==> config.mk <==
export PLATFORM = sky130hd
export DESIGN_NAME = vmrm_lines
export DESIGN_NICKNAME = d
export VERILOG_FILES = /design/src/rtl/variable_message_ring_manager_macros.svh /design/src/rtl/vmrm_lines.sv
export SDC_FILE = /design/constraint.sdc
export NUM_CORES = 1
export LEC_CHECK = 0
export BUFFER_PORTS_ARGS = -buffer_cell sky130_fd_sc_hd__buf_2
export CAP_MARGIN = 10
export CORE_AREA = 2 2 43 45
export CTS_CLUSTER_SIZE = 20
export DETAILED_ROUTE_END_ITERATION = 10
export DIE_AREA = 0 0 45 47
export GPL_ROUTABILITY_DRIVEN = 0
export PLACE_DENSITY_LB_ADDON = 0.3
export SYNTH_ARGS = -nofsm -noshare
export SYNTH_HDL_FRONTEND = slang
export SYNTH_SLANG_ARGS = --single-unit
==> constraint.sdc <==
create_clock -name clk_i -period 2.5 [get_ports clk_i]
set_input_delay 0.125 -clock clk_i [delete_from_list [all_inputs] [get_ports clk_i]]
set_output_delay 0.125 -clock clk_i [all_outputs]
set_load 0.02 [all_outputs]
==> src/rtl/variable_message_ring_manager_macros.svh <==
`ifndef VARIABLE_MESSAGE_RING_MANAGER_MACROS_SVH
`define VARIABLE_MESSAGE_RING_MANAGER_MACROS_SVH

// same-cycle implication, clocked on clk_i, off during reset
`define VMRM_ASSERT_NOW(label, ante, cons, msg) \
  label: assert property (@(posedge clk_i) disable iff (!rst_ni) (ante) |-> (cons)) \
    else $error(msg);

// next-cycle implication, clocked on clk_i, off during reset
`define VMRM_ASSERT_NXT(label, ante, cons, msg) \
  label: assert property (@(posedge clk_i) disable iff (!rst_ni) (ante) |=> (cons)) \
    else $error(msg);

`endif

==> src/rtl/vmrm_lines.sv <==
module vmrm_lines #(
  parameter int LINE_BYTES   = 64,
  parameter int HEADER_BYTES = 8
) (
  input  logic        clk_i,
  input  logic        en_i,
  input  logic [15:0] size_i,
  output logic [16:0] lines_o
);

  // exact floor division by reciprocal for any 17-bit dividend
  localparam int     XW     = 17;
  localparam int     Shift  = XW + $clog2(LINE_BYTES);
  localparam longint Recip  = ((longint'(1) << Shift) + longint'(LINE_BYTES) - 1)
                              / longint'(LINE_BYTES);
  localparam logic [18:0] RecipV = 19'(Recip);

  logic [16:0] dividend;
  logic [35:0] prod;
  logic [16:0] quot;
  logic [16:0] lines_q;

  assign dividend = {1'b0, size_i} + 17'(HEADER_BYTES - 1);
  assign prod     = {19'b0, dividend} * {17'b0, RecipV};
  assign quot     = 17'(prod >> Shift);

  always_ff @(posedge clk_i) begin
    if (en_i) begin
      lines_q <= quot + 17'd1;
    end
  end

  assign lines_o = lines_q;

endmodule

==> run summary <==
The kind of critical path is in2reg. The initial antenna violation count came out at 0. The relative contribution of combinational cells to total power is 23.0%. The first-pass GRT wire length is 1570 um. The number of distinct standard cells referenced by the synthesized netlist came out at 20. The final cell area excluding filler cells is 852 um2. Summed over all instances, the cell type with the most area after synthesis is edfxtp_1. The number of sinks handled by clock tree synthesis is 12. The final hold violation count is 0. For the worst setup path, the data arrival time is about 1.9 ns.

Grouping stages by cell kind, the critical path spends the most delay in simple AND/OR/NAND/NOR gates. The number of buffers on the longest clock path is 2. The maximum clock frequency came out at roughly 530 MHz.

The start point of the worst hold path is size_i[13]. After detailed placement, the total cell area comes to slightly above 800 um2. The most critical setup path has its startpoint at size_i[2]. After clock tree synthesis, the setup repair step added 0 buffers. Entering global routing, the biggest net connects 13 pins. The Yosys warning count came out at 0. The y dimension of the die is approximately 47 um. For this configuration, the core starts out at a cell density of approximately two fifths. The clock transition at the register clock pins on the worst setup and hold paths after CTS is 0.06 ns.

The via density per instance is around 4.6. The post-detailed-placement half-perimeter wirelength is 917 um. The total of buffers placed on input and output ports came out at 29.

The clock network power share is 23.4%. The average wire per standard cell is between 10 and 15 um. The number of global-route vias before repair came out at 392. The number of nets at the end of the flow is 109.

The total negative slack is 0 ns. The maximum level of the CTS H-tree came out at 1. CTS placed an instance of clkbuf_4 at the clock tree root. The synthesized area is 682 um2. The run finished with clean final reports. The power density relative to cell area came out at between 500 and 600 nW/um2. The number of setup violations in the final report is 0. The max capacitance violation total is 0. Setup repair after global routing left no endpoint under its margin. After synthesis, the cell types taking the most area are edfxtp_1, xnor2_1, buf_4.

The biggest cell delay along the critical path is about 0.35 ns. The worst path buffer plus inverter count is 1. The first-pass iteration count of the detailed router came out at 4. The global route total overflow came out at 0.

For this run, design rule violations remaining after detail routing come to 0. The mean instance size in the synthesized netlist came out at 12.2 um2. The maximum vdd drop is 179 uV. The number of flip-flops in the largest register came out at 12. The die area is 2120 um2. The DRC violation total after the first TritonRoute iteration came out at 9. The final critical-path required period came out at 1.89 ns. The number of standard cells in the final layout excluding fillers came out at 105. In this run the horizontal extent of the chip is 45 um.

In this run the worst path has a maximum fanout of 5. Summing internal, switching and leakage power gives 459 uW. The cell with the largest stage delay on the worst path is nor3_2. The final standard cell utilization of the core came out at 51.6%. The sequential cell fraction of total power came out at 53.6%.

The total inserted antenna cells came out at 0. The clock buffer count from CTS came out at 3. The post-route netlist has 40.9% of its cells at a drive strength greater than 1.

STA classifies the critical path endpoint as a flop. For this design, the CTS-stage hold fixing added 0 buffers. The global router's overall resource usage is 10.1%. The number of pins exceeding their max-slew limit in the final report is 0. The most numerous cell on the critical path is nor2_1. The sequential cell area fraction in the yosys report came out at 52.8%. TritonCTS built the clock tree.

The number of cells after detailed placement is 102. The tightest min-delay check is of the in2reg type. The analysis attributes to net switching a power of 123 uW.

The share of the synthesized area in the top cell type is a little over half. The count of pins on the block boundary is 35. The number of gates resized after CTS was 0.

Of the total power, the share spent switching nets is 26.7%. The gate count of the mapped netlist came out at 56. The via count of the routed design came out at just under 500.

Relative to the synthesized area, the layout overhead comes to 25.0%. The post-synthesis sequential element count came out at 12. The post-detailed-route count of antenna-violating nets is 0. The cell leakage power is roughly 0.00036 uW. The internal portion of total power is 337 uW.

The share of the cycle needed by the critical path after routing came out at 75.4%. Data on the critical path is required at its endpoint by 2.51 ns. The count of standard-cell rows is 15. The signal on the critical path passes through buf_2 > nor3_2 > nor2_1 > xor2_1 > ha_1 > nor2_1 > o41ai_4 > nand4_1 > xnor2_1.

STA classifies the critical path startpoint as an input pin. The post-detailed-routing wire length came out at 1090 um. The area of the placeable core is roughly 1700 um2.
==> metal layers <==
layer  wire length (um)  up-vias  share of wire (%)  GRT usage, %
met4                  0        0                  0          5.29
met2                492       31                 45          14.0
met5                  0        -                  0             0
li1                   -      254                  -             -
met1                480      203                 44          14.7
met3                121        0                 11          2.31
==> power groups by stage <==
stage | clock (uW) | sequential (uW) | combinational (uW)
2_1_floorplan | 0 | 277 | 42.6
3_3_place_gp | 0 | 251 | 105
3_5_place_dp | 0 | 251 | 106
4_1_cts | 110 | 247 | 106
5_1_grt | 120 | 248 | 115
6_report | 107 | 246 | 106
==> final timing paths <==
check | to | slack (ns) | depth (start not counted)
hold / removal | lines_o[7]$_DFFE_PP_ | 0.18 | 2
setup / recovery | lines_o[6]$_DFFE_PP_ | 0.61 | 9
==> Yosys cell counts <==
master / count
xnor2_1: 10
ha_1: 1
nor3_2: 1
nand3_1: 2
nand2_1: 6
o21ai_0: 1
inv_1: 2
o2111ai_1: 2
conb_1: 1
and2_1: 1
nand4_1: 1
buf_4: 5
o41ai_4: 1
nor4b_2: 1
nand4_2: 1
o211ai_1: 1
nor3_1: 1
edfxtp_1: 12
nor2_1: 5
xor2_1: 1
==> placed cells by master (no fill, tap or decap), drive strengths merged, types with 3 or more instances in the layout <==
master | Yosys | final
edfxtp | 12 | 12
nand2 | 6 | 6
conb | 1 | 6
nor2 | 5 | 5
xnor2 | 10 | 10
buf | 5 | 29
clkbuf | 0 | 3
==> cell families (layout without fill, tap and decap cells) <==
logic type,Yosys count,in the layout,synth area share (%)
flops,12,12,52.8
simple gates,19,19,15.6
xor+xnor,11,11,14.1
other cells,1,6,0.550
fa+ha+maj,1,1,1.83
buf+inv,7,34,6.61
compound gates,5,5,8.44
==> through the flow <==
step	worst slack, ns	hold WS [ns]
floorplan	0.670	0.237
global placement	0.401	0.441
detailed placement	0.349	0.441
CTS	0.622	0.175
global route	0.467	0.185
finish	0.615	0.181
==> layout make-up <==
class / count / area [um2]
clock buffers: 3 / 22.5
flip-flops and latches: 12 / 360
repair buffers: 29 / 145
multi-input cells: 42 / 295
inverters: 2 / 7.51
well taps: 17 / 21.3
fillers: 159 / 800
(Power assumes the default switching activity.)
